## src/design/assert_macros.svh

```systemverilog
// Assertion macros used by the pixel linearizer top level.
`ifndef ASSERT_MACROS_SVH
`define ASSERT_MACROS_SVH

// A property that must hold at every clock edge outside reset.
`define TLOG_ASSERT(lbl, clk, rstn, prop, msg) \
	lbl: assert property (@(posedge clk) disable iff (!rstn) (prop)) else $error(msg);

// The consequent must hold in the same cycle as the antecedent.
`define TLOG_ASSERT_IMPL(lbl, clk, rstn, ante, cons, msg) \
	lbl: assert property (@(posedge clk) disable iff (!rstn) (ante) |-> (cons)) else $error(msg);

// The consequent must hold in the cycle after the antecedent.
`define TLOG_ASSERT_NEXT(lbl, clk, rstn, ante, cons, msg) \
	lbl: assert property (@(posedge clk) disable iff (!rstn) (ante) |=> (cons)) else $error(msg);

`endif

```

## src/design/tlog_pkg.sv

```systemverilog
// Types, constants and coefficient tables of the pixel linearizer.
package tlog_pkg;

	// Table sizes and fixed-point format.
	localparam int TRANSFER_DEPTH = 65536;
	localparam int OOTF_DEPTH     = 1024;
	localparam int FRAC_BITS      = 16;
	localparam int COEF_BITS      = 16;
	localparam int TAW            = $clog2(TRANSFER_DEPTH);
	localparam int OAW            = $clog2(OOTF_DEPTH);

	// Field widths.
	localparam int MODE_W    = 2;
	localparam int SAMPLE_W  = 16;
	localparam int INDEX_W   = 16;
	localparam int VAL_W     = 23;
	localparam int OUT_W     = 25;
	localparam int PRIM_W    = 4;
	localparam int NUM_PRIM  = 9;
	localparam int LANES     = 3;
	localparam int CFG_IDX_W = 1;
	localparam int CFG_DAT_W = 4;

	// Datapath widths.
	localparam int LCOEF_W = 16;
	localparam int MCOEF_W = 18;
	localparam int LPROD_W = VAL_W + LCOEF_W;
	localparam int LSUM_W  = LPROD_W + 2;
	localparam int Y_W     = LSUM_W - COEF_BITS;
	localparam int POS_W   = Y_W + OAW;
	localparam int IDX_W   = POS_W - FRAC_BITS;
	localparam int GPROD_W = VAL_W + 1 + FRAC_BITS + 1;
	localparam int CPROD_W = 2 * VAL_W;
	localparam int CH2_W   = CPROD_W - FRAC_BITS;
	localparam int MPROD_W = MCOEF_W + CH2_W + 1;
	localparam int MSUM_W  = MPROD_W + 2;
	localparam int RND_W   = MSUM_W - COEF_BITS;

	localparam logic signed [OUT_W-1:0] OUT_MAX = {1'b0, {(OUT_W-1){1'b1}}};
	localparam logic signed [OUT_W-1:0] OUT_MIN = {1'b1, {(OUT_W-1){1'b0}}};

	// Request codes.
	typedef enum logic [MODE_W-1:0] {
		MODE_PIXEL   = 2'd0,
		MODE_WR_XFER = 2'd1,
		MODE_WR_OOTF = 2'd2
	} mode_t;

	// Configuration register indexes.
	localparam logic [CFG_IDX_W-1:0] REG_PRIMARIES = 1'd0;
	localparam logic [CFG_IDX_W-1:0] REG_OOTF_EN   = 1'd1;

	typedef logic [VAL_W-1:0]          val_t;
	typedef logic [LCOEF_W-1:0]        lcoef_t;
	typedef logic signed [MCOEF_W-1:0] mcoef_t;

	// Per-stage control that travels beside the datapath.
	typedef struct packed {
		logic               pix;
		logic               ootf_wr;
		logic               eol;
		logic [INDEX_W-1:0] idx;
		val_t               val;
	} ctl_t;

	// Interpolated gain handed from the gain unit to the lanes.
	typedef struct packed {
		val_t g;
		logic ynz;
	} gain_t;

	// Luminance weights per primaries set, Q.16.
	localparam lcoef_t LUMA_COEF [NUM_PRIM][LANES] = '{
		'{16'd13936, 16'd46869, 16'd4731},
		'{16'd17216, 16'd44433, 16'd3886},
		'{16'd13729, 16'd47290, 16'd4516},
		'{16'd15006, 16'd45334, 16'd5196},
		'{16'd19585, 16'd38457, 16'd7494},
		'{16'd14550, 16'd46311, 16'd4675},
		'{16'd13920, 16'd45944, 16'd5673},
		'{16'd16618, 16'd44456, 16'd4462},
		'{16'd15188, 16'd44057, 16'd6291}
	};

	// Conversion matrices to BT.709 primaries, row major, Q.16.
	localparam mcoef_t CONV_COEF [NUM_PRIM][LANES][LANES] = '{
		'{'{18'sd65536, 18'sd0, 18'sd0}, '{18'sd0, 18'sd65536, 18'sd0},
		  '{18'sd0, 18'sd0, 18'sd65536}},
		'{'{18'sd108822, -18'sd38512, -18'sd4774}, '{-18'sd8163, 18'sd74246, -18'sd547},
		  '{-18'sd1190, -18'sd6592, 18'sd73317}},
		'{'{18'sd75859, -18'sd10156, -18'sd167}, '{-18'sd2720, 18'sd68522, -18'sd267},
		  '{-18'sd1183, -18'sd5150, 18'sd71869}},
		'{'{18'sd80278, -18'sd14742, 18'sd0}, '{-18'sd2756, 18'sd68292, 18'sd0},
		  '{-18'sd1287, -18'sd5153, 18'sd71976}},
		'{'{18'sd97397, -18'sd26447, -18'sd5413}, '{-18'sd1645, 18'sd62523, 18'sd4658},
		  '{-18'sd1784, -18'sd2890, 18'sd70210}},
		'{'{18'sd68422, -18'sd2886, 18'sd0}, '{18'sd0, 18'sd65536, 18'sd0},
		  '{18'sd0, 18'sd773, 18'sd64763}},
		'{'{18'sd61574, 18'sd3289, 18'sd673}, '{18'sd1165, 18'sd63294, 18'sd1077},
		  '{-18'sd106, -18'sd286, 18'sd65929}},
		'{'{18'sd88223, -18'sd22229, -18'sd457}, '{-18'sd3103, 18'sd69865, -18'sd1226},
		  '{-18'sd1420, -18'sd4018, 18'sd70974}},
		'{'{18'sd67191, -18'sd1740, 18'sd85}, '{18'sd1271, 18'sd62130, 18'sd2135},
		  '{-18'sd116, -18'sd95, 18'sd65746}}
	};

	// Unknown primaries codes fall back to the identity set.
	function automatic logic [PRIM_W-1:0] prim_sel(input logic [PRIM_W-1:0] code);
		return (code < PRIM_W'(NUM_PRIM)) ? code : '0;
	endfunction

endpackage

```

## src/design/tlog_mix.sv

```systemverilog
// Merging stage: matrix row sums, rounding and output saturation.
module tlog_mix (
	input  logic                                 clk,
	input  logic                                 en,
	input  logic signed [tlog_pkg::MPROD_W-1:0]  col_s10 [tlog_pkg::LANES][tlog_pkg::LANES],
	output logic signed [tlog_pkg::OUT_W-1:0]    res_s12 [tlog_pkg::LANES]
);
	import tlog_pkg::*;

	logic signed [MSUM_W-1:0] sum_s11 [LANES];
	logic signed [MSUM_W-1:0] rnd [LANES];

	// Row sums over the lanes' column products.
	always_ff @(posedge clk) begin
		if (en) begin
			for (int r = 0; r < LANES; r++) begin
				sum_s11[r] <= MSUM_W'(col_s10[0][r]) + MSUM_W'(col_s10[1][r])
					+ MSUM_W'(col_s10[2][r]);
			end
		end
	end

	// Round half away from zero.
	always_comb begin
		for (int r = 0; r < LANES; r++) begin
			if (sum_s11[r] >= 0) begin
				rnd[r] = (sum_s11[r] + MSUM_W'(1 << (COEF_BITS - 1))) >>> COEF_BITS;
			end else begin
				rnd[r] = -((-sum_s11[r] + MSUM_W'(1 << (COEF_BITS - 1))) >>> COEF_BITS);
			end
		end
	end

	// Saturate into the output register.
	always_ff @(posedge clk) begin
		if (en) begin
			for (int r = 0; r < LANES; r++) begin
				if (rnd[r] > MSUM_W'(OUT_MAX)) begin
					res_s12[r] <= OUT_MAX;
				end else if (rnd[r] < MSUM_W'(OUT_MIN)) begin
					res_s12[r] <= OUT_MIN;
				end else begin
					res_s12[r] <= rnd[r][OUT_W-1:0];
				end
			end
		end
	end

endmodule

```

## config.mk

```make
export PLATFORM = sky130hd
export DESIGN_NAME = tlog_mix
export DESIGN_NICKNAME = d
export VERILOG_FILES = /design/src/design/assert_macros.svh /design/src/design/tlog_pkg.sv /design/src/design/tlog_mix.sv
export SDC_FILE = /design/constraint.sdc
export NUM_CORES = 1
export LEC_CHECK = 0
export BUFFER_PORTS_ARGS = -buffer_cell sky130_fd_sc_hd__buf_2
export CORE_MARGIN = 4
export CORE_UTILIZATION = 58
export DETAILED_ROUTE_END_ITERATION = 16
export MAX_ROUTING_LAYER = met4
export PLACE_DENSITY = 0.94
export SLEW_MARGIN = 20
export SYNTH_ARGS = -nofsm -noshare
export SYNTH_HDL_FRONTEND = slang
export SYNTH_SLANG_ARGS = --single-unit
```

## constraint.sdc

```tcl
create_clock -name clk -period 6.36 [get_ports clk]
set_input_delay 0.318 -clock clk [delete_from_list [all_inputs] [get_ports clk]]
set_output_delay 0.318 -clock clk [all_outputs]
set_load 0.05 [all_outputs]
```

# --- Word level (Yosys, flattened, before mapping) ---
# Memory sizes are Yosys's and may differ from the RTL's.
# Cells that the tools add are included.
totals:
  ram_bits: 153
  inputBits: 443
  output_inout_bits: 75
  reg_bits: 75
  wordCells: 39
  memories: 1
memory_table:
  columns: ["memory", "words", "word_bits", "rd", "rd_ports_with_merged_regs", "wr", "line", "rtl"]
  rows:
  - ["sum_s11", 3, 51, 3, 0, 3, "tlog_mix.sv:10", "logic signed [MSUM_W-1:0] sum_s11 [LANES];"]
op_classes:
  muxes: 8
  n_addsub: 18
  n_lt_le_gt_ge: 9
ops:
  columns: ["op", "count"]
  rows:
  - ["$add 51x17->51 const B", 6]
  - ["$add 50x49->51", 3]
  - ["$ge 51x1->1 const B", 3]
  - ["$gt 51x25->1 const B", 3]
  - ["$lt 51x25->1 const B", 3]
  - ["$mux 51", 3]
  - ["$neg 35->51", 3]
  - ["$neg 51->51", 3]
  - ["$add 49x49->50", 3]
  - ["$mux 25", 3]
  - ["$mux 1", 2]

# --- Longest topological paths before layout ---
logic_depth:
  ltp_word: 6
  ltp_mapped: 22
  depth_no_buf: 20

# --- Least setup slack after synthesis ---
# Ideal clock, no wire load.
synth_path:
  path_type: "register to register"
  from: "mem sum_s11[0][16] in the netlist's numbering"
  to: "reg res_s12[61] in the netlist's numbering, data pin"
  stages_incl_launch_ff: 19
  setup_ns: 0.266
  arrival_ns: 4.715
  synth_period_minus_slack_ns: 4.981
  path_slack_ns: 1.379
  t_required_ns: 6.094
  n_path_buf: 3
  cell_sequence: "edfxtp_1 > clkbuf_1 > inv_1 > ha_1 > or4b_1 > or4_1 > buf_2 > a2111oi_2 > mux2i_1 > o22a_1 > a2111o_1 > mux2i_1 > xnor2_1 > o21ai_0 > or4_1 > nor4_1 > a31o_2 > buf_4 > o21ai_1"
synth_rtl:
  columns: ["item", "line", "rtl"]
  rows:
  - ["from (decl)", "tlog_mix.sv:10", null]
  - ["to (signal, indexed assignment)", "tlog_mix.sv:43", "res_s12[r] <= rnd[r][OUT_W-1:0];"]
  - ["to (decl)", "tlog_mix.sv:6", "output logic signed [tlog_pkg::OUT_W-1:0] res_s12 [tlog_pkg::LANES]"]

==> results.md <==
* GPL Wtd Cong at 1.03
* Die area at 47500 um^2
* Maximum VDD drop at 0.000161 V
* Number of buffers added on ports at 517
* Worst Max-Slew Pin Slew at 943 ps
* Clk sinks at 228
* Sequential area share after synthesis at 0.268
* Final hold violations at 0
* Avg Cell Area, Syn at 9.05 um^2
* Syn nets at 3578
* RSZ-0062 raised after global routing: false
* Detailed-route wire length per cell at 19.4 um
* Drt drc at 0
* Main synth FF type: edfxtp_1
* Crit path kind: reg -> reg
* Clock root buffer master: clkbuf_16
* Hold depth at 1
* Initial core utilization at 0.590
* Area delta synth->final at 14.4%
* Worst Hold Class: in -> reg
* Reg2reg path depth at 16
* Async set or reset register ratio after synthesis at 0
* Post-synth EDFFs at 228
* Vias at 24107
* Startpoint types: flop
* Total gr overflow at 0
* Largest net degree at the start of global routing at 83
* Total iterations of the first detailed-routing run at 5
* I/O pin cnt at 518
* Slew Limit Fails at 0
* Placeable Area at 43400 um^2
* Synth area leaders: edfxtp_1 27%, fa_1 12%, ha_1 7.8%, xnor2_1 6.4%, xor2_1 3.9%
* Post-route clock skew at 14.7 ps
* Met2 WL at 36.1 mm
* Inst Count DP at 3824
* # rows at 76
* Vias in the first global route at 22990
* Worst-Skew Late Latency at 540 ps
* CTS Buffer Depth at 3
* Data required time of the critical path at 6600 ps
* Number of setup buffers added after CTS at 0
* Ys Warns at 0
* CTS tree: yes
* Post-synthesis register bit count at 228
* Initial antenna violation count at 7
* Share of cells above drive strength 1 at 0.200
* Ratio of final minimum period to clock period at 0.915
* Number of CTS-inserted buffers at 24
* Layout Utilization at 0.675
* Syn Std Cell Area at 25600 um^2
* DRT iter0 DRCs at 2511
* Synth Instances at 2826
* Fmax at 172 MHz
* # H-tree levels at 1
* Critical path arrival at 6060 ps
* Post-synth top area share at 0.268
* Crit Path Max Fanout at 24
* Wire length on met1 at 29.5 mm
* Post-synth cell types at 95
* Die extent in x at 218 um
* Antenna-violating nets left at 0
* Synth top cells by count: 234 x nor2_1, 228 x edfxtp_1, 209 x nand2_1, 201 x a21oi_1, 188 x xnor2_1
* Metal3 WL at 6.93 mm
* GRT Overall Usage at 0.310
* Final HPWL DP at 60.9 mm
* Nets at 4017
* Power Density at 286 nW/um^2
* Largest area contributor in the netlist: edfxtp_1
* Clock transition at the registers of the reported paths at 60 ps
* Max-cap violations at 0
* Drt total wl at 75.2 mm
* CTS resizes at 0
* CTS Hold Buffers Added at 0
* Worst setup EP type: flop
* Pleak at 11.6 nW
* Post-route minimum period at 5820 ps
* Die Ht at 218 um
* Slew margin rel. at 0.371
* Final setup viols at 0
* Total Neg Setup Slack at 0 ps
* Most frequent cell after synthesis: nor2_1
* Vias per cell at 6.22
* Global-route wire length before repair at 118 mm
* Status: complete, no violations
* Top sig layer: met4
* Non-Filler Instances at 3873
## sequential cells by signal, indices dropped and copies added (netlist names)
name / flops
sum_s11: 153
res_s12: 75
## layout by cell type, fill, tap and decap left out, types with 12 or more instances in the layout
cell and n:
a211oi_1 21, o21ai_2 21, nor2_1 234, clkbuf_16 24
or2_2 21, ha_1 159, o31a_1 13, xnor2_1 188
buf_4 22, or4_1 23, a21o_1 72, nor3_1 102
o211ai_1 22, o21bai_1 26, o21ai_0 150, and4_1 12
o21a_1 31, a21oi_1 201, inv_1 81, o31ai_1 14
o21ai_1 41, or3_1 46, nand4_1 43, nor2b_1 23
nor4_1 51, nand3_1 100, and3_1 38, nand2b_1 34
edfxtp_1 228, nand2_1 209, fa_1 150, and2_1 20
buf_2 516, xor2_1 115, a31oi_1 27
## worst max-delay path, cell delays in order (launching register included)
cell and delay [ps]:
edfxtp_1 510, inv_1 220, ha_1 180, or4b_1 480, or4_1 610, a2111o_1 510, nor3_1 140, o211ai_1 160
a211oi_1 520, nand3_1 210, mux2i_1 160, a211oi_1 230, xnor2_1 110, or4_1 480, nor4_1 280, a31o_2 500
o21ai_0 210
## cell type report
cell class	count	area, um^2
Clock buffer	28	616
Inverter	81	304
Antenna cell	5	12.5
Clock inverter	16	97.6
Fill cell	3364	14100
Sequential cell	228	6850
Tap cell	585	732
Timing Repair Buffer	539	2760
Multi-Input combinational cell	2391	17900
## metal layers
metal / up-vias / track usage
li1: 11331 / -
met1: 11243 / 0.395
met4: 0 / 0.0999
met3: 186 / 0.0387
met2: 1347 / 0.518
met5: - / -
## through the flow
stage / cell area [um^2] / hold WS (ps) / power, mW / setup WS, ps
5_1_grt: 29300 / 292 / 8.92 / 130
3_5_place_dp: 28500 / 727 / 7.00 / 669
6_report: 29300 / 262 / 8.38 / 540
2_1_floorplan: 25600 / 430 / 5.80 / 1380
3_3_place_gp: 28500 / 717 / 6.90 / 832
4_1_cts: 29200 / 267 / 8.31 / 631
## cells by family after synthesis
logic type                 share of synthesized area
AOI/OAI and AO/OA                              0.196
xor gates and xnor gates                       0.104
adders and majority gates                      0.195
buffers and inverters                         0.0329
DFF                                            0.268
muxes                                        0.00523
and+or+nand+nor                                0.199
## report_power, final
group          switching (mW)  internal (mW)
clock network           0.583          0.697
registers               0.567           2.25
logic                    2.62           1.67
## path summary, 6_finish.rpt
path | startpoint | endpoint | slack [ps]
setup / recovery | sum_s11[0][16] | res_s12[50] | 540
hold / removal | en | sum_s11[0][25] | 260
setup reg to reg | sum_s11[0][16] | res_s12[50] | 540
hold reg to reg | sum_s11[0][23] | res_s12[57] | 800
(Power assumes the default switching activity.)
